--- src/design/fpts_pkg.sv ---
`timescale 1ns / 1ps
`default_nettype none
// ----------------------------------------------------------------------------
// fpts_pkg: shared types and constants of the feedback priority task scheduler
// Event codes, table sizing and controller/datapath command and status types.
// ----------------------------------------------------------------------------
package fpts_pkg;
  localparam int unsigned TableDepth = 64;
  localparam int unsigned SlotBits   = $clog2(TableDepth);
  localparam int unsigned IdBits     = 16;
  localparam int unsigned TimeBits   = 32;
  localparam int unsigned PrioBits   = 3;
  localparam int unsigned PeriodBits = 16;
  localparam int unsigned CfgDataBits = 16;

  localparam logic [PeriodBits-1:0] BoostPeriodRst = PeriodBits'(10);
  localparam logic [PrioBits-1:0]   TopPrioRst     = PrioBits'(7);

  typedef enum logic [1:0] {
    CMD_ARRIVAL = 2'd0,
    CMD_FINISH  = 2'd1,
    CMD_IO_REQ  = 2'd2,
    CMD_IO_END  = 2'd3
  } cmd_e;

  typedef enum logic {
    CFG_BOOST_PERIOD = 1'b0,
    CFG_TOP_PRIORITY = 1'b1
  } cfg_idx_e;

  typedef struct packed {
    logic [1:0]          cmd;
    logic [IdBits-1:0]   task_id;
    logic [TimeBits-1:0] arrival_time;
    logic [TimeBits-1:0] deadline;
    logic [TimeBits-1:0] now;
    logic [IdBits-1:0]   running_cpu;
    logic [IdBits-1:0]   running_io;
    logic                last;
  } in_item_t;

  typedef struct packed {
    logic [IdBits-1:0] cpu_task;
    logic [IdBits-1:0] io_task;
    logic              overflow;
  } out_item_t;

  // controller -> datapath
  typedef struct packed {
    logic load;      // capture input item
    logic scan_clr;  // reset scan counter and search state
    logic scan_step; // visit one slot
    logic apply;     // apply event to found slot
    logic div_start; // start modulo unit
    logic div_step;  // one modulo iteration
    logic pick_clr;  // reset best-entry search
    logic finish;    // register result, demote, clear io flag
  } dp_cmd_t;

  // datapath -> controller
  typedef struct packed {
    logic scan_done;
    logic div_done;
    logic last;
  } dp_sts_t;
endpackage
`default_nettype wire

--- src/design/fpts_ctrl.sv ---
`timescale 1ns / 1ps
`default_nettype none
// ----------------------------------------------------------------------------
// fpts_ctrl: scheduler sequencer
// Steps through event lookup, event update and, for the last item of a batch,
// boost check, selection scan and result hand-off, one input transaction at a time.
// ----------------------------------------------------------------------------
module fpts_ctrl (
  input  wire                    clk_i,
  input  wire                    rst_ni,
  input  wire                    in_valid_i,
  output logic                   in_ready_o,
  output logic                   out_valid_o,
  input  wire                    out_ready_i,
  input  wire fpts_pkg::dp_sts_t sts_i,
  output fpts_pkg::dp_cmd_t      cmd_o
);
  localparam logic [2:0] StIdle = 3'd0;
  localparam logic [2:0] StLook = 3'd1;
  localparam logic [2:0] StApply = 3'd2;
  localparam logic [2:0] StDiv = 3'd3;
  localparam logic [2:0] StPick = 3'd4;
  localparam logic [2:0] StDone = 3'd5;

  logic [2:0] state_q, state_d;
  logic out_valid_q, out_valid_d;
  logic fire;

  // the result register decouples the sides; a decision waits in StDone
  // until the previous result has been handed off
  assign in_ready_o = (state_q == StIdle);
  assign fire = in_valid_i && in_ready_o;
  assign out_valid_o = out_valid_q;

  always_comb begin
    state_d = state_q;
    out_valid_d = out_valid_q && !out_ready_i;
    cmd_o = '0;
    unique case (state_q)
      StIdle: begin
        if (fire) begin
          cmd_o.load = 1'b1;
          cmd_o.scan_clr = 1'b1;
          state_d = StLook;
        end
      end
      StLook: begin
        if (sts_i.scan_done) state_d = StApply;
        else cmd_o.scan_step = 1'b1;
      end
      StApply: begin
        cmd_o.apply = 1'b1;
        if (sts_i.last) begin
          cmd_o.div_start = 1'b1;
          state_d = StDiv;
        end else begin
          state_d = StIdle;
        end
      end
      StDiv: begin
        cmd_o.div_step = 1'b1;
        if (sts_i.div_done) begin
          cmd_o.div_step = 1'b0;
          cmd_o.pick_clr = 1'b1;
          state_d = StPick;
        end
      end
      StPick: begin
        if (sts_i.scan_done) state_d = StDone;
        else cmd_o.scan_step = 1'b1;
      end
      StDone: begin
        if (!out_valid_q || out_ready_i) begin
          cmd_o.finish = 1'b1;
          out_valid_d = 1'b1;
          state_d = StIdle;
        end
      end
      default: state_d = StIdle;
    endcase
  end

  always_ff @(posedge clk_i or negedge rst_ni) begin
    if (!rst_ni) begin
      state_q <= StIdle;
      out_valid_q <= 1'b0;
    end else begin
      state_q <= state_d;
      out_valid_q <= out_valid_d;
    end
  end
endmodule
`default_nettype wire

--- config.mk ---
export PLATFORM = sky130hd
export DESIGN_NAME = fpts_ctrl
export DESIGN_NICKNAME = d
export VERILOG_FILES = /design/src/design/fpts_pkg.sv /design/src/design/fpts_ctrl.sv
export SDC_FILE = /design/constraint.sdc
export NUM_CORES = 1
export LEC_CHECK = 0
export BUFFER_PORTS_ARGS = -buffer_cell sky130_fd_sc_hd__buf_2
export CAP_MARGIN = 20
export CORE_AREA = 2 2 39 41
export DETAILED_ROUTE_END_ITERATION = 8
export DIE_AREA = 0 0 41 43
export GPL_TIMING_DRIVEN = 0
export MAX_ROUTING_LAYER = met4
export PLACE_DENSITY_LB_ADDON = 0.12
export SLEW_MARGIN = 10
export SYNTH_ARGS = -nofsm -noshare
export SYNTH_HDL_FRONTEND = slang
export SYNTH_SLANG_ARGS = --single-unit
export TNS_END_PERCENT = 1
--- constraint.sdc ---
create_clock -name clk_i -period 1.95 [get_ports clk_i]
set_clock_uncertainty 0.2 [all_clocks]
set_input_delay 0.39 -clock clk_i [delete_from_list [all_inputs] [get_ports clk_i]]
set_output_delay 0.39 -clock clk_i [all_outputs]
set_load 0.01 [all_outputs]
==> results.py, run 1 <==
metrics = {
    "outcome": {
        "status": "complete, no violations",
    },
    "power_and_ir_drop": {
        "leakage_nw": 0.2536,
        "switching_share_pct": 40.25,
        "peakVddDrop_mv": 0.3927,
        "p_int_w": 0.0003935,
        "total_power_w": 0.0006585,
        "p_sw_w": 0.0002651,
        "power_frac_comb_pct": 64.3,
        "powerDensity_nw_per_um2": 1374,
        "pwr-share-clk_pct": 15.9,
        "pwr-share-seq_pct": 19.8,
    },
    "drt": {
        "dr.pass1.iters": 4,
        "drt_wl_total_um": 775,
        "drt_iter0_drc": 4,
        "num_vias": 317,
        "avgRoutedWirePerCell_um": 10.47,
        "ant_nets": 0,
        "drcViolationCount": 0,
        "vias_per_cell": 4.284,
    },
    "yosys": {
        "synth_cell_type_count": 26,
        "syn-num-nets": 45,
        "synth.area.top_cells": "dfrtp_1 29%, buf_6 6.6%, nor3_1 4.4%, mux2_4 4.4%, nor3b_1 4.4%",
        "syn_inst": 38,
        "synth_warnings": 0,
        "synth_ff_type": "dfrtp_1",
        "synthArstFlopShare_pct": 100.0,
        "synth.top_cell.area_share_pct": 29.30,
        "synth_edf_count": 0,
        "postSynthAreaPerCell_um2": 8.989,
        "synth-seq-cells": 4,
        "syn-cell-area_um2": 341.6,
        "yosysMostFrequentCell": "dfrtp_1",
        "yosysSeqAreaShare_pct": 29.30,
        "ys_top_cells_by_count": "4 x dfrtp_1, 3 x nor3_1",
        "yosys.area.top_type": "dfrtp_1",
    },
    "clock_tree": {
        "cts_root_buf": "clkbuf_4",
        "clock_latency_ns": 0.24,
        "cts.path.max_buffers": 2,
        "postCtsSetupBuffers": 0,
        "tritoncts": "yes",
        "clock-sinks": 4,
        "clk_pin_slew_ns": 0.04,
        "cts_buffers": 3,
        "htree_levels": 1,
    },
    "sta": {
        "setup_viol": 0,
        "fmax_mhz": 532.6,
        "min_period_ns": 1.878,
        "slew_headroom_pct": 88.51,
        "hold_viol_final": 0,
        "setup_tns_ns": 0,
        "drv_slew": 0,
        "fin_ws_ns": 0.07246,
        "fin_crit_sh_pct": 96.28,
        "rsz0062_at_grt": "no",
        "tightestPinTransition_ns": 0.1720,
    },
    "die": {
        "boundaryPins": 17,
        "core_um2": 1384,
        "dieHeight_um": 43,
        "die_area_um2": 1763,
        "die_x_um": 41,
        "start_util_pct": 24.68,
        "rows": 14,
    },
    "global_route": {
        "grtUsageTotal_pct": 9.588,
        "gr-usage-met1_pct": 11.00,
        "use_met2_pct": 14.69,
        "grt_max_degree": 11,
        "antenna_found_initial": 0,
        "grt-ovfl-total": 0,
        "grt_use_met3_pct": 4.712,
        "busiest_layer": "met2",
        "grt_pass1_wl_mm": 1.110,
        "grt_pass1_vias": 259,
    },
    "layout": {
        "final_nets": 67,
        "final.fill_count": 157,
        "syn_to_final_growth_pct": 40.29,
        "diodes": 0,
        "design_area_um2": 479.2,
        "drive_gt1_share_pct": 48.28,
    },
    "setup_path": {
        "r2r_start": "state_q[2]$_DFFE_PN0P_",
        "worstPathRequired_ns": 1.36,
        "cp-startpoint": "state_q[2]$_DFFE_PN0P_",
        "cp_max_fo": 8,
        "crit_path_end_kind": "output pin",
        "r2r_setup_slack_ns": 0.64,
        "crit_path_start_kind": "flip-flop",
        "rr_worst_depth": 4,
        "worst_ep_arrival_time_ns": 1.29,
        "critPathKind": "reg -> out",
    },
    "run": {
        "cap_violations": 0,
    },
    "worst_hold_path": {
        "hold_path_startpoint": "sts_i[0]",
        "hp-class": "in -> reg",
        "holdPathStages": 3,
    },
    "placement": {
        "routabilityCongestion": 0.6900,
        "placed_area_um2": 441.7,
        "place_ws_ns": 0.2571,
        "dp_hpwl_um": 588,
        "io_buffers": 16,
    },
}
cells by family after synthesis:
kind of cell,Yosys count,synth area share [%]
simple gates,20,40.29
compound gates,7,12.09
buf+inv,5,11.35
flops,4,29.31
xor+xnor,1,2.565
mux,1,4.394
flip-flops by register name (all words and copies together) (netlist names):
| name | flops |
|---|---|
| out_valid_o | 1 |
| state_q | 3 |
cell usage in the layout (no fill, tap or decap), drive strengths merged:
master       Yosys  layout
and3b            1       1
inv              1       1
or2              2       2
mux2             1       1
nor2b            3       3
a21o             1       1
nand3            1       1
buf              4      20
o21bai           1       1
nor2             1       1
and2             2       2
nand2b           3       3
nor3             3       3
nor3b            2       2
and3             2       2
a21oi            2       2
xnor2            1       1
a31oi            1       1
o21ai            2       2
clkbuf           0       3
dlygate4sd3      0       1
dfrtp            4       4
what timing repair did:
item,4_1_cts,5_1_grt
hold endpoints to repair,4,0
resized for setup,1,0
pin swaps,0,2
setup endpoints to repair,1,1
hold buffers,1,0
path summary, 6_finish.rpt:
| kind | end |
|---|---|
| max in group asynchronous | state_q[2]$_DFFE_PN0P_ |
| max | cmd_o[7] |
| max reg2reg | state_q[0]$_DFFE_PN0P_ |
| min in group asynchronous | state_q[0]$_DFFE_PN0P_ |
| min | state_q[1]$_DFFE_PN0P_ |
| min reg2reg | out_valid_o$_DFF_PN0_ |
metal layers:
layer / vias to the layer above / share of wire, %
met5: - / 0
met4: 0 / 0
met3: 0 / 7.0
met2: 12 / 45
met1: 137 / 48
li1: 168 / -
layout make-up:
class                      instances  area (µm²)  share of cell area, %
clock buffer                       3       22.52                  4.700
sequential                         4       100.1                  20.89
multi-input combinational         29       207.7                  43.34
tap                               16       20.02                  4.178
inverter                           1       3.754                 0.7833
timing repair buffer              17       90.09                  18.80
buffer                             4       35.03                  7.311
through the flow:
stage | utilization, % | instances | hold WS (ns)
finish | 34.63 | 74 | 0.2533
floorplan | - | 38 | -0.1056
global placement | 31.92 | 70 | 0.0003335
global route | 34.63 | 74 | 0.2638
detailed placement | 31.92 | 70 | -0.001566
CTS | 34.63 | 74 | 0.2550
worst max-delay path, stage by stage (launching register included):
cell	delay (ns)
dfrtp_1	0.36
buf_6	0.14
nor3_2	0.18
and2_1	0.16
buf_4	0.10
buf_2	0.11
power groups by stage:
stage | clock network [W] | logic, W | registers, W
after global placement | 0 | 0.000423 | 0.000131
final | 0.000105 | 0.000423 | 0.000130
after floorplan | 0 | 0.000302 | 0.000134
after global routing | 0.000112 | 0.000465 | 0.000134
after detailed placement | 0 | 0.000422 | 0.000132
after CTS | 0.000109 | 0.000434 | 0.000131
Power figures use the tool's default switching activity.
==> run 2, diff against run 1 <==
--- a/config.mk
+++ b/config.mk
@@ -7,9 +7,10 @@
 export LEC_CHECK = 0
 export BUFFER_PORTS_ARGS = -buffer_cell sky130_fd_sc_hd__buf_2
 export CAP_MARGIN = 20
-export CORE_AREA = 2 2 39 41
+export CELL_PAD_IN_SITES_DETAIL_PLACEMENT = 0
+export CELL_PAD_IN_SITES_GLOBAL_PLACEMENT = 2
+export CORE_UTILIZATION = 24
 export DETAILED_ROUTE_END_ITERATION = 8
-export DIE_AREA = 0 0 41 43
 export GPL_TIMING_DRIVEN = 0
 export MAX_ROUTING_LAYER = met4
 export PLACE_DENSITY_LB_ADDON = 0.12
==> results.py, run 2 (synthesis gave the netlist of run 1 again) <==
metrics = {
    "outcome": {
        "status": "complete, no violations",
    },
    "global_route": {
        "grt_max_degree": 11,
        "antenna_found_initial": 0,
        "grt_pass1_wl_mm": 1.242,
        "grtUsageTotal_pct": 12.80,
        "grt-ovfl-total": 0,
        "grt_pass1_vias": 286,
    },
    "setup_path": {
        "r2r_start": "state_q[2]$_DFFE_PN0P_",
        "r2r_setup_slack_ns": 0.63,
        "worst_ep_arrival_time_ns": 1.30,
        "cpMaxStageDelayCell": "dfrtp_1",
        "path_cells": "buf_6, nor3_4, and2_4, buf_4, buf_2",
        "cp-endpoint": "cmd_o[7]",
        "crit_path_start_kind": "flip-flop",
        "worstPathRequired_ns": 1.36,
        "critPathKind": "reg -> out",
        "crit_path_end_kind": "output pin",
        "r2r_end": "state_q[0]$_DFFE_PN0P_",
        "rr_worst_depth": 4,
        "cp_max_fo": 10,
        "slowest_delay_ns": 0.38,
        "cp-startpoint": "state_q[1]$_DFFE_PN0P_",
    },
    "drt": {
        "dr.pass1.iters": 4,
        "drcViolationCount": 0,
        "drt_iter0_drc": 2,
        "drt_wl_total_um": 788,
        "avgRoutedWirePerCell_um": 10.79,
        "vias_per_cell": 4.562,
        "num_vias": 333,
        "ant_nets": 0,
    },
    "clock_tree": {
        "postCtsSetupBuffers": 0,
        "clock-sinks": 4,
        "tritoncts": "yes",
        "clock_latency_ns": 0.24,
        "cts_root_buf": "clkbuf_4",
        "clk_pin_slew_ns": 0.04,
        "htree_levels": 1,
        "cts.path.max_buffers": 2,
        "cts_buffers": 3,
    },
    "power_and_ir_drop": {
        "pwr-share-seq_pct": 19.0,
        "leakage_nw": 0.2556,
        "pwr-share-clk_pct": 15.3,
        "switching_share_pct": 40.61,
        "p_int_w": 0.0004106,
        "peakVddDrop_mv": 0.5830,
        "powerDensity_nw_per_um2": 1413,
        "power_frac_comb_pct": 65.7,
        "p_sw_w": 0.0002808,
    },
    "sta": {
        "fin_crit_sh_pct": 96.89,
        "setup_viol": 0,
        "fin_ws_ns": 0.06057,
        "slew_headroom_pct": 88.68,
        "whs_ns": 0.2449,
        "drv_slew": 0,
        "setup_tns_ns": 0,
        "fmax_mhz": 529.3,
        "hold_viol_final": 0,
        "rsz0062_at_grt": "yes",
        "tightestPinTransition_ns": 0.1685,
        "min_period_ns": 1.889,
    },
    "placement": {
        "io_buffers": 16,
        "dp_hpwl_um": 616.2,
        "routabilityCongestion": 0.6764,
        "place_ws_ns": 0.2146,
    },
    "run": {
        "cap_violations": 0,
    },
    "die": {
        "rows": 13,
        "dieHeight_um": 39.73,
        "core_um2": 1318,
        "die_x_um": 39.73,
        "die_area_um2": 1578,
        "boundaryPins": 17,
        "start_util_pct": 25.93,
    },
    "layout": {
        "final_common_cell": "buf_2",
        "drive_gt1_share_pct": 50.00,
        "largest_register_ffs": 3,
        "layout_common_cells": "16 x buf_2, 4 x clkbuf_4, 4 x dfrtp_1",
        "largest-register": "state_q",
        "diodes": 0,
        "final_nets": 67,
        "syn_to_final_growth_pct": 43.22,
    },
    "worst_hold_path": {
        "hp-class": "in -> reg",
    },
}
run 2: power groups by stage:
stage | logic [W] | clock network (W) | registers (W)
6_report | 0.000455 | 0.000106 | 0.000131
5_1_grt | 0.000503 | 0.000109 | 0.000138
4_1_cts | 0.000437 | 0.000107 | 0.000131
3_5_place_dp | 0.000420 | 0 | 0.000133
3_3_place_gp | 0.000416 | 0 | 0.000132
2_1_floorplan | 0.000302 | 0 | 0.000134
run 2: worst min path at each step:
| stage | depth (start not counted) | slack [ns] | start | end |
|---|---|---|---|---|
| 2_1_floorplan | 0 | -0.11 | rst_ni | out_valid_o$_DFF_PN0_ |
| 3_3_place_gp | 1 | -0.003 | rst_ni | state_q[2]$_DFFE_PN0P_ |
| 3_5_place_dp | 1 | -0.002 | rst_ni | state_q[0]$_DFFE_PN0P_ |
| 4_1_cts | 3 | 0.25 | sts_i[0] | state_q[1]$_DFFE_PN0P_ |
| 5_1_grt | 3 | 0.28 | sts_i[0] | state_q[1]$_DFFE_PN0P_ |
| 6_report | 3 | 0.24 | sts_i[0] | state_q[1]$_DFFE_PN0P_ |
run 2: per-layer routing:
layer	track usage [%]	routed length [µm]
met5	-	0
met2	18.85	382
met1	15.33	364
met4	5.172	0
met3	5.114	40
run 2: critical path, delay by kind of cell (launching register included):
family        cells  cell delay, ns
simple gates      2            0.33
flops             1            0.38
buf+inv           3            0.35
run 2: layout make-up:
class	count	area, µm²
Tap cell	15	18.77
Clock buffer	3	22.52
Fill cell	141	828.3
Inverter	1	3.754
Buffer	4	37.54
Timing Repair Buffer	17	90.09
Sequential cell	4	100.1
Multi-Input combinational cell	29	216.5
run 2: repair_timing:
action	in CTS	in global routing
hold endpoints to repair	4	0
hold buffers	1	0
resized for setup	2	2
setup endpoints to repair	1	1
pin swaps	1	0
run 2: metrics by stage:
stage / power (W) / area [µm²] / util, % / std cells
detailed placement: 0.0005523 / 440.4 / 33.43 / 69
finish: 0.0006914 / 489.2 / 37.13 / 73
floorplan: 0.0004369 / 341.6 / - / 38
CTS: 0.0006753 / 480.5 / 36.47 / 73
global placement: 0.0005480 / 440.4 / 33.43 / 69
global route: 0.0007488 / 489.2 / 37.13 / 73
