<file path="src/design/fpts_pkg.sv">
`timescale 1ns / 1ps
`default_nettype none
// ----------------------------------------------------------------------------
// fpts_pkg: shared types and constants of the feedback priority task scheduler
// Event codes, table sizing and controller/datapath command and status types.
// ----------------------------------------------------------------------------
package fpts_pkg;
  localparam int unsigned TableDepth = 64;
  localparam int unsigned SlotBits   = $clog2(TableDepth);
  localparam int unsigned IdBits     = 16;
  localparam int unsigned TimeBits   = 32;
  localparam int unsigned PrioBits   = 3;
  localparam int unsigned PeriodBits = 16;
  localparam int unsigned CfgDataBits = 16;

  localparam logic [PeriodBits-1:0] BoostPeriodRst = PeriodBits'(10);
  localparam logic [PrioBits-1:0]   TopPrioRst     = PrioBits'(7);

  typedef enum logic [1:0] {
    CMD_ARRIVAL = 2'd0,
    CMD_FINISH  = 2'd1,
    CMD_IO_REQ  = 2'd2,
    CMD_IO_END  = 2'd3
  } cmd_e;

  typedef enum logic {
    CFG_BOOST_PERIOD = 1'b0,
    CFG_TOP_PRIORITY = 1'b1
  } cfg_idx_e;

  typedef struct packed {
    logic [1:0]          cmd;
    logic [IdBits-1:0]   task_id;
    logic [TimeBits-1:0] arrival_time;
    logic [TimeBits-1:0] deadline;
    logic [TimeBits-1:0] now;
    logic [IdBits-1:0]   running_cpu;
    logic [IdBits-1:0]   running_io;
    logic                last;
  } in_item_t;

  typedef struct packed {
    logic [IdBits-1:0] cpu_task;
    logic [IdBits-1:0] io_task;
    logic              overflow;
  } out_item_t;

  // controller -> datapath
  typedef struct packed {
    logic load;      // capture input item
    logic scan_clr;  // reset scan counter and search state
    logic scan_step; // visit one slot
    logic apply;     // apply event to found slot
    logic div_start; // start modulo unit
    logic div_step;  // one modulo iteration
    logic pick_clr;  // reset best-entry search
    logic finish;    // register result, demote, clear io flag
  } dp_cmd_t;

  // datapath -> controller
  typedef struct packed {
    logic scan_done;
    logic div_done;
    logic last;
  } dp_sts_t;
endpackage
`default_nettype wire

</file>
<file path="src/design/fpts_datapath.sv">
`timescale 1ns / 1ps
`default_nettype none
// ----------------------------------------------------------------------------
// fpts_datapath: task table, scan logic, boost modulo unit
// Stores the task table, walks it one slot per cycle for event lookup and
// for best-entry selection, and computes now % boost_period bit-serially.
// ----------------------------------------------------------------------------
module fpts_datapath (
  input  wire                            clk_i,
  input  wire                            rst_ni,
  input  wire fpts_pkg::dp_cmd_t         cmd_i,
  output fpts_pkg::dp_sts_t              sts_o,
  input  wire fpts_pkg::in_item_t        item_i,
  input  wire [fpts_pkg::PeriodBits-1:0] boost_period_i,
  input  wire [fpts_pkg::PrioBits-1:0]   top_priority_i,
  output fpts_pkg::out_item_t            result_o
);
  localparam int unsigned SB = fpts_pkg::SlotBits;
  localparam int unsigned D  = fpts_pkg::TableDepth;
  localparam int unsigned DW = fpts_pkg::TimeBits + 1;

  fpts_pkg::in_item_t item_q;

  logic [D-1:0] valid_q;
  logic [D-1:0] wait_q;
  logic [fpts_pkg::IdBits-1:0]   task_mem [D];
  logic [fpts_pkg::TimeBits-1:0] slack_mem [D];
  logic [fpts_pkg::PrioBits-1:0] prio_mem [D];
  logic boost_q;  // all priorities read as top until the decision ends

  logic [SB:0] scan_q;
  logic [SB-1:0] slot;
  logic rd_issue;
  assign slot = scan_q[SB-1:0];
  assign rd_issue = cmd_i.scan_step && !scan_q[SB];

  // read stage: table slot data is registered, arriving in the cycle after scan_q addresses the slot
  logic                          rd_ok_q, rd_vld_q, rd_wait_q;
  logic [SB-1:0]                 rd_slot_q;
  logic [fpts_pkg::IdBits-1:0]   rd_task_q;
  logic [fpts_pkg::TimeBits-1:0] rd_slack_q;
  logic [fpts_pkg::PrioBits-1:0] rd_prio_q;

  assign sts_o.scan_done = scan_q[SB] && !rd_ok_q;
  assign sts_o.last = item_q.last;

  // event search state
  logic          free_found_q, id_found_q;
  logic [SB-1:0] free_slot_q, id_slot_q;
  logic          io_ended_q, overflow_q;

  // best-entry search state
  logic                          cb_found_q, ib_found_q;
  logic [SB-1:0]                 cb_slot_q;
  logic [fpts_pkg::PrioBits-1:0] cb_prio_q, ib_prio_q;
  logic [fpts_pkg::TimeBits-1:0] cb_slack_q, ib_slack_q;
  logic [fpts_pkg::IdBits-1:0]   cb_task_q, ib_task_q;

  logic [fpts_pkg::PrioBits-1:0] cur_prio;
  assign cur_prio = boost_q ? top_priority_i : rd_prio_q;

  // restoring modulo: one quotient bit per step
  logic [5:0]  div_cnt_q;
  logic [fpts_pkg::TimeBits-1:0] div_rem_q, div_num_q;
  logic [DW-1:0]                 div_trial, div_den;
  assign div_trial = {div_rem_q, div_num_q[fpts_pkg::TimeBits-1]};
  assign div_den = DW'(boost_period_i);
  assign sts_o.div_done = (div_cnt_q == 6'd0);

  logic cand_ok;
  logic better_c, better_i;
  assign cand_ok = rd_vld_q;
  assign better_c = !cb_found_q || (cur_prio > cb_prio_q) ||
                    (cur_prio == cb_prio_q && rd_slack_q < cb_slack_q);
  assign better_i = !ib_found_q || (cur_prio > ib_prio_q) ||
                    (cur_prio == ib_prio_q && rd_slack_q < ib_slack_q);

  always_ff @(posedge clk_i) begin
    if (cmd_i.load) begin
      item_q <= item_i;
    end
    if (rd_issue) begin
      rd_task_q  <= task_mem[slot];
      rd_slack_q <= slack_mem[slot];
      rd_prio_q  <= prio_mem[slot];
    end
    if (cmd_i.apply && item_q.cmd == fpts_pkg::CMD_ARRIVAL && free_found_q) begin
      task_mem[free_slot_q]  <= item_q.task_id;
      slack_mem[free_slot_q] <= (item_q.deadline >= item_q.arrival_time) ?
                                item_q.deadline - item_q.arrival_time : '0;
      prio_mem[free_slot_q]  <= top_priority_i;
    end else if (boost_q && rd_ok_q) begin
      // boost is written back slot by slot during the selection scan
      prio_mem[rd_slot_q] <= top_priority_i;
    end else if (cmd_i.finish && cb_found_q && cb_prio_q != '0) begin
      prio_mem[cb_slot_q] <= cb_prio_q - 1'b1;
    end
  end

  always_ff @(posedge clk_i or negedge rst_ni) begin
    if (!rst_ni) begin
      valid_q <= '0;
      wait_q <= '0;
      scan_q <= '0;
      rd_ok_q <= 1'b0;
      rd_vld_q <= 1'b0;
      rd_wait_q <= 1'b0;
      rd_slot_q <= '0;
      free_found_q <= 1'b0;
      id_found_q <= 1'b0;
      free_slot_q <= '0;
      id_slot_q <= '0;
      io_ended_q <= 1'b0;
      overflow_q <= 1'b0;
      boost_q <= 1'b0;
      cb_found_q <= 1'b0;
      ib_found_q <= 1'b0;
      cb_slot_q <= '0;
      cb_prio_q <= '0;
      ib_prio_q <= '0;
      cb_slack_q <= '0;
      ib_slack_q <= '0;
      cb_task_q <= '0;
      ib_task_q <= '0;
      div_cnt_q <= '0;
      div_rem_q <= '0;
      div_num_q <= '0;
      result_o <= '0;
    end else begin
      if (cmd_i.scan_clr || cmd_i.pick_clr) begin
        scan_q <= '0;
        rd_ok_q <= 1'b0;
      end else if (cmd_i.scan_step) begin
        rd_ok_q <= !scan_q[SB];
        if (!scan_q[SB]) begin
          scan_q <= scan_q + 1'b1;
          rd_vld_q <= valid_q[slot];
          rd_wait_q <= wait_q[slot];
          rd_slot_q <= slot;
        end
      end
      if (cmd_i.scan_clr) begin
        free_found_q <= 1'b0;
        id_found_q <= 1'b0;
      end
      if (cmd_i.pick_clr) begin
        cb_found_q <= 1'b0;
        ib_found_q <= 1'b0;
        cb_task_q <= '0;
        ib_task_q <= '0;
      end
      if (rd_ok_q) begin
        if (!rd_vld_q && !free_found_q) begin
          free_found_q <= 1'b1;
          free_slot_q <= rd_slot_q;
        end
        if (rd_vld_q && rd_task_q == item_q.task_id && !id_found_q) begin
          id_found_q <= 1'b1;
          id_slot_q <= rd_slot_q;
        end
        if (cand_ok && !rd_wait_q && better_c) begin
          cb_found_q <= 1'b1;
          cb_slot_q <= rd_slot_q;
          cb_prio_q <= cur_prio;
          cb_slack_q <= rd_slack_q;
          cb_task_q <= rd_task_q;
        end
        if (cand_ok && rd_wait_q && better_i) begin
          ib_found_q <= 1'b1;
          ib_prio_q <= cur_prio;
          ib_slack_q <= rd_slack_q;
          ib_task_q <= rd_task_q;
        end
      end
      if (cmd_i.apply) begin
        if (item_q.cmd == fpts_pkg::CMD_ARRIVAL) begin
          if (free_found_q) begin
            valid_q[free_slot_q] <= 1'b1;
            wait_q[free_slot_q] <= 1'b0;
          end else begin
            overflow_q <= 1'b1;
          end
        end else begin
          if (item_q.cmd == fpts_pkg::CMD_IO_END && item_q.task_id == item_q.running_io)
            io_ended_q <= 1'b1;
          if (id_found_q) begin
            if (item_q.cmd == fpts_pkg::CMD_FINISH) valid_q[id_slot_q] <= 1'b0;
            else wait_q[id_slot_q] <= (item_q.cmd == fpts_pkg::CMD_IO_REQ);
          end
        end
      end
      if (cmd_i.div_start) begin
        div_cnt_q <= 6'(fpts_pkg::TimeBits);
        div_rem_q <= '0;
        div_num_q <= item_q.now;
      end
      if (cmd_i.div_step && div_cnt_q != 6'd0) begin
        div_cnt_q <= div_cnt_q - 1'b1;
        div_num_q <= div_num_q << 1;
        if (div_trial >= div_den) begin
          div_rem_q <= fpts_pkg::TimeBits'(div_trial - div_den);
        end else begin
          div_rem_q <= div_trial[fpts_pkg::TimeBits-1:0];
        end
        if (div_cnt_q == 6'd1)
          boost_q <= (boost_period_i != '0) &&
                     (((div_trial >= div_den) ?
                       fpts_pkg::TimeBits'(div_trial - div_den) :
                       div_trial[fpts_pkg::TimeBits-1:0]) == '0);
      end
      if (cmd_i.finish) begin
        boost_q <= 1'b0;
        io_ended_q <= 1'b0;
        result_o.cpu_task <= cb_task_q;
        result_o.io_task <= (item_q.running_io != '0 && !io_ended_q) ?
                            item_q.running_io : ib_task_q;
        result_o.overflow <= overflow_q;
      end
    end
  end
endmodule
`default_nettype wire

</file>
<file path="config.mk">
export PLATFORM = sky130hd
export DESIGN_NAME = fpts_datapath
export DESIGN_NICKNAME = d
export VERILOG_FILES = /design/src/design/fpts_pkg.sv /design/src/design/fpts_datapath.sv
export SDC_FILE = /design/constraint.sdc
export NUM_CORES = 2
export LEC_CHECK = 0
export BUFFER_PORTS_ARGS = -buffer_cell sky130_fd_sc_hd__buf_2
export CORE_ASPECT_RATIO = 1.5
export CORE_MARGIN = 1
export CORE_UTILIZATION = 60
export DETAILED_ROUTE_END_ITERATION = 6
export GPL_TIMING_DRIVEN = 0
export PLACE_DENSITY = 0.73
export SLEW_MARGIN = 20
export SYNTH_ARGS = -nofsm -noshare
export SYNTH_HDL_FRONTEND = slang
export SYNTH_SLANG_ARGS = --single-unit
</file>
<file path="constraint.sdc">
create_clock -name clk_i -period 11.7 [get_ports clk_i]
set_input_delay 1.17 -clock clk_i [delete_from_list [all_inputs] [get_ports clk_i]]
set_output_delay 1.17 -clock clk_i [all_outputs]
set_load 0.03 [all_outputs]
</file>
==> out/results.tsv <==
stage	metric	value	unit
place	gp_congestion	0.916	
logic_synthesis	yosys.area_share.simple	3.07	%
critical_path	cp_num_buf_inv	5	
logic_synthesis	synthAdderAreaFrac	1.02	%
clock_network	cts_hold_buf	0	
sta	setup_violations	0	
clock_network	clkLatencyLatePin	0.92	ns
grt	antenna_found_initial	38	
critical_path	crit_type	flip-flop to flip-flop	
clock_network	cts_tree	built	
logic_synthesis	syn_area	154000	um^2
detailed_routing	avgViaCountPerCell	6.88	
job	maxCapViolCount	0	
detailed_routing	drtIter0Drc	11700	
pwr	seqPwrFrac	52.6	%
detailed_routing	post_drt_wl_per_cell	35.8	um
place	dp_slack	6.35	ns
logic_synthesis	ys_ff_latch	3820	
sta	fin_crit_sh	42.5	%
floorplan	core.rowCount	227	
logic_synthesis	yosys_warnings	0	
critical_path	r2r-end	rd_task_q[15]	
sta	clock_skew	0.0735	ns
critical_path	r2r_start	scan_q[1]	
sta	timing.fmax	0.201	GHz
final_layout	area_growth	15.4	%
clock_network	cts_root_buf	clkbuf_16	
pwr	ir_drop	0.000150	V
final_layout	fin_cells	12500	
logic_synthesis	synth_cells	7738	
critical_path	critPathMaxFanout	10	
critical_path	crit_slowest_cell	clkbuf_1	
place	portBuffers	191	
critical_path	critPathCaptureType	flip-flop	
critical_path	critPathArrivalTime	5.56	ns
clock_network	cts.repair.resized	0	
pwr	internal_power	22.8	mW
sta	rsz0062_at_grt	no	
run_status	status	finished, violations left	
pwr	pwr-share-clk	37.8	%
sta	maxSlewHeadroom	17.0	%
pwr	total_leakage_power	61.8	nW
logic_synthesis	synth_top_family_by_area	multiplexers	
clock_network	htreeDepth	5	
pwr	power_density	168	nW/um^2
logic_synthesis	synth-xor-area-share	0.512	%
critical_path	reg2regPathDepth	8	
sta	finalWorstSetupSlack	6.73	ns
critical_path	crit_path_cell_trace	clkbuf_1, clkbuf_1, clkbuf_2, buf_16, clkbuf_1, mux4_2, mux4_2, mux4_2	
critical_path	max_stage_delay	0.77	ns
pwr	swShare	23.8	%
critical_path	crit_family	buffers and inverters	
detailed_routing	postRouteAntennaNets	0	
logic_synthesis	synth_compound_gate_area_share	3.22	%
floorplan	pin_count	212	
place	place_hpwl	319000	um
detailed_routing	first_pass_iters	7	
grt	track_usage	34.9	%
grt	grt_max_degree	89	
grt	grt_pass1_wl	631000	um
logic_synthesis	synth_area_leaders	edfxtp_1 (67%), mux4_2 (16%), dfrtp_1 (6.1%)	
floorplan	coreArea	255000	um^2
floorplan	start_util	60.4	%
clock_network	ctsLongestPathBuffers	4	
floorplan	die_area	259000	um^2
logic_synthesis	synth_area_per_cell	19.9	um^2
logic_synthesis	synth_edf_count	3446	
logic_synthesis	synth_top_area_cell	edfxtp_1	
final_layout	nets	9220	
grt	gr-total-overflow	0	
run_status	violations	design-rule violations	
logic_synthesis	synthFlopType	edfxtp_1	
floorplan	die_y	623	um
grt	grt_pass1_vias	87100	
clock_network	path_clk_slew	0.07	ns
sta	drv_slew	0	
sta	worst_pin_slew	1.24	ns
detailed_routing	route.vias.total	86300	
place	dp_cells	11900	
sta	finalHoldViolCount	0	
pwr	power.switching	7.13	mW
final_layout	drive_above_1_share	30.7	%
worst_hold_path	hp-class	primary input to asynchronous set/reset pin	
critical_path	r2r_slack	6.73	ns
logic_synthesis	synthMuxAreaShare	17.4	%
clock_network	numClockSinks	3820	
logic_synthesis	synthDistinctLibCells	83	
clock_network	postCtsSetupRepairBufs	0	
critical_path	worstPathRequired	12.29	ns
detailed_routing	post-route-drc-count	4	
clock_network	numCtsBuffers	350	
critical_path	crit_path_start_kind	flip-flop	
pwr	comb_power_share	9.6	%
logic_synthesis	syn-num-nets	8038	
logic_synthesis	synthDominantCellAreaShare	67.2	%
floorplan	dieWidth	416	um
detailed_routing	routed_wl	450000	um
logic_synthesis	postSynth.asyncResetShare	9.79	%
logic_synthesis	ys_seq_area_share	73.2	%
sta	period_needed	4.97	ns
-- placed cells by master, fill, tap and decap left out, drive strengths merged, types with 31 or more instances in the layout --
master | netlist | routed
clkinv | 0 | 155
mux2i | 66 | 66
nor2 | 314 | 314
mux2 | 92 | 92
ha | 122 | 122
mux4 | 1113 | 1113
o21ai | 385 | 385
xor2 | 32 | 32
nand3 | 121 | 121
xnor2 | 58 | 58
o22ai | 34 | 34
a21oi | 209 | 209
inv | 140 | 157
nand2 | 223 | 223
dfrtp | 374 | 374
a31oi | 52 | 52
nor2b | 47 | 47
bufinv | 0 | 31
edfxtp | 3446 | 3446
buf | 154 | 978
o311ai | 40 | 40
a21o | 47 | 47
nor3 | 94 | 94
clkbuf | 310 | 727
-- how the worst max path moves through the flow --
stage / start / end / slack, ns / depth (start not counted)
3_5_place_dp: cmd_i[0] / prio_mem[30][1] / 6.35 / 8
2_1_floorplan: cmd_i[4] / slack_mem[10][0] / 5.90 / 5
5_1_grt: item_q[65] / slack_mem[8][31] / 6.55 / 18
3_3_place_gp: cmd_i[4] / slack_mem[39][25] / -0.32 / 5
6_report: scan_q[1] / rd_task_q[15] / 6.73 / 8
4_1_cts: item_q[65] / slack_mem[9][31] / 6.73 / 18
-- routing by layer --
| layer | share of wire [%] | track usage, % | vias up |
|---|---|---|---|
| li1 | - | - | 34200 |
| met3 | 9.6 | 7.42 | 1470 |
| met4 | 7.9 | 23.8 | 26 |
| met1 | 31 | 39.6 | 44500 |
| met2 | 51 | 59.4 | 6087 |
| met5 | 0.043 | 0 | - |
-- final cells by class --
class,instances,area (um^2)
Sequential cell,3820,113000
Multi-Input combinational cell,3314,39500
Clock inverter,219,1980
Timing Repair Buffer,830,7600
Antenna cell,24,60.1
Buffer,464,1980
Inverter,140,528
Fill cell,15300,77300
Tap cell,3320,4150
Clock buffer,411,9130
-- synthesized netlist by cell type (6+ instances only) --
library cell	n
nor3b_1	11
and4b_1	16
buf_1	52
a211oi_1	12
o311ai_0	36
clkbuf_1	306
o211ai_1	6
or3_1	25
nor2b_1	47
or2_2	8
nand2b_1	14
dfrtp_1	374
o21a_1	7
o22ai_1	34
a21oi_1	207
inv_1	140
o21bai_1	7
a211o_1	6
nand3_1	121
and3_1	11
a21o_1	47
xor2_1	32
a31oi_1	50
nand2_1	223
mux4_2	1113
nor3_1	92
ha_1	122
nor2_1	314
buf_2	93
nand4_1	30
nand3b_1	16
mux2i_1	66
edfxtp_1	3446
xnor2_1	58
mux2_2	92
o21ai_0	382
nor4_1	24
-- state kept, by name, summed over array words and instances (netlist names), 33 cells and up --
| name | count |
|---|---|
| slack_mem | 2048 |
| task_mem | 1024 |
| prio_mem | 192 |
| item_q | 130 |
| valid_q | 64 |
| wait_q | 64 |
| result_o | 33 |
-- logic make-up after synthesis --
group           count (synthesis)
simple gates                  981
compound gates                848
xor+xnor                       90
flops                        3820
fa+ha+maj                     124
buf+inv                       604
mux                          1271
-- metrics by stage --
step	setup TNS, ns	cell area, um^2	hold slack [ns]	power, mW	utilization [%]
2_1_floorplan	0	154000	0.437	17.7	-
3_3_place_gp	-91.34	159000	0.459	18.6	62.4
3_5_place_dp	0	167000	0.461	18.9	65.3
4_1_cts	0	178000	0.203	30.0	69.7
5_1_grt	0	178000	0.254	30.7	69.7
6_report	0	178000	0.206	29.9	69.7
-- power by group through the flow --
stage / registers [mW] / clock network (mW) / logic [mW]
after floorplan: 16.1 / 0 / 1.62
after global placement: 16.2 / 0 / 2.38
after detailed placement: 16.0 / 0 / 2.84
after CTS: 15.7 / 11.4 / 2.86
after global routing: 15.8 / 11.8 / 3.08
final: 15.7 / 11.3 / 2.88
Note: power is estimated with default switching activity, not from simulation.
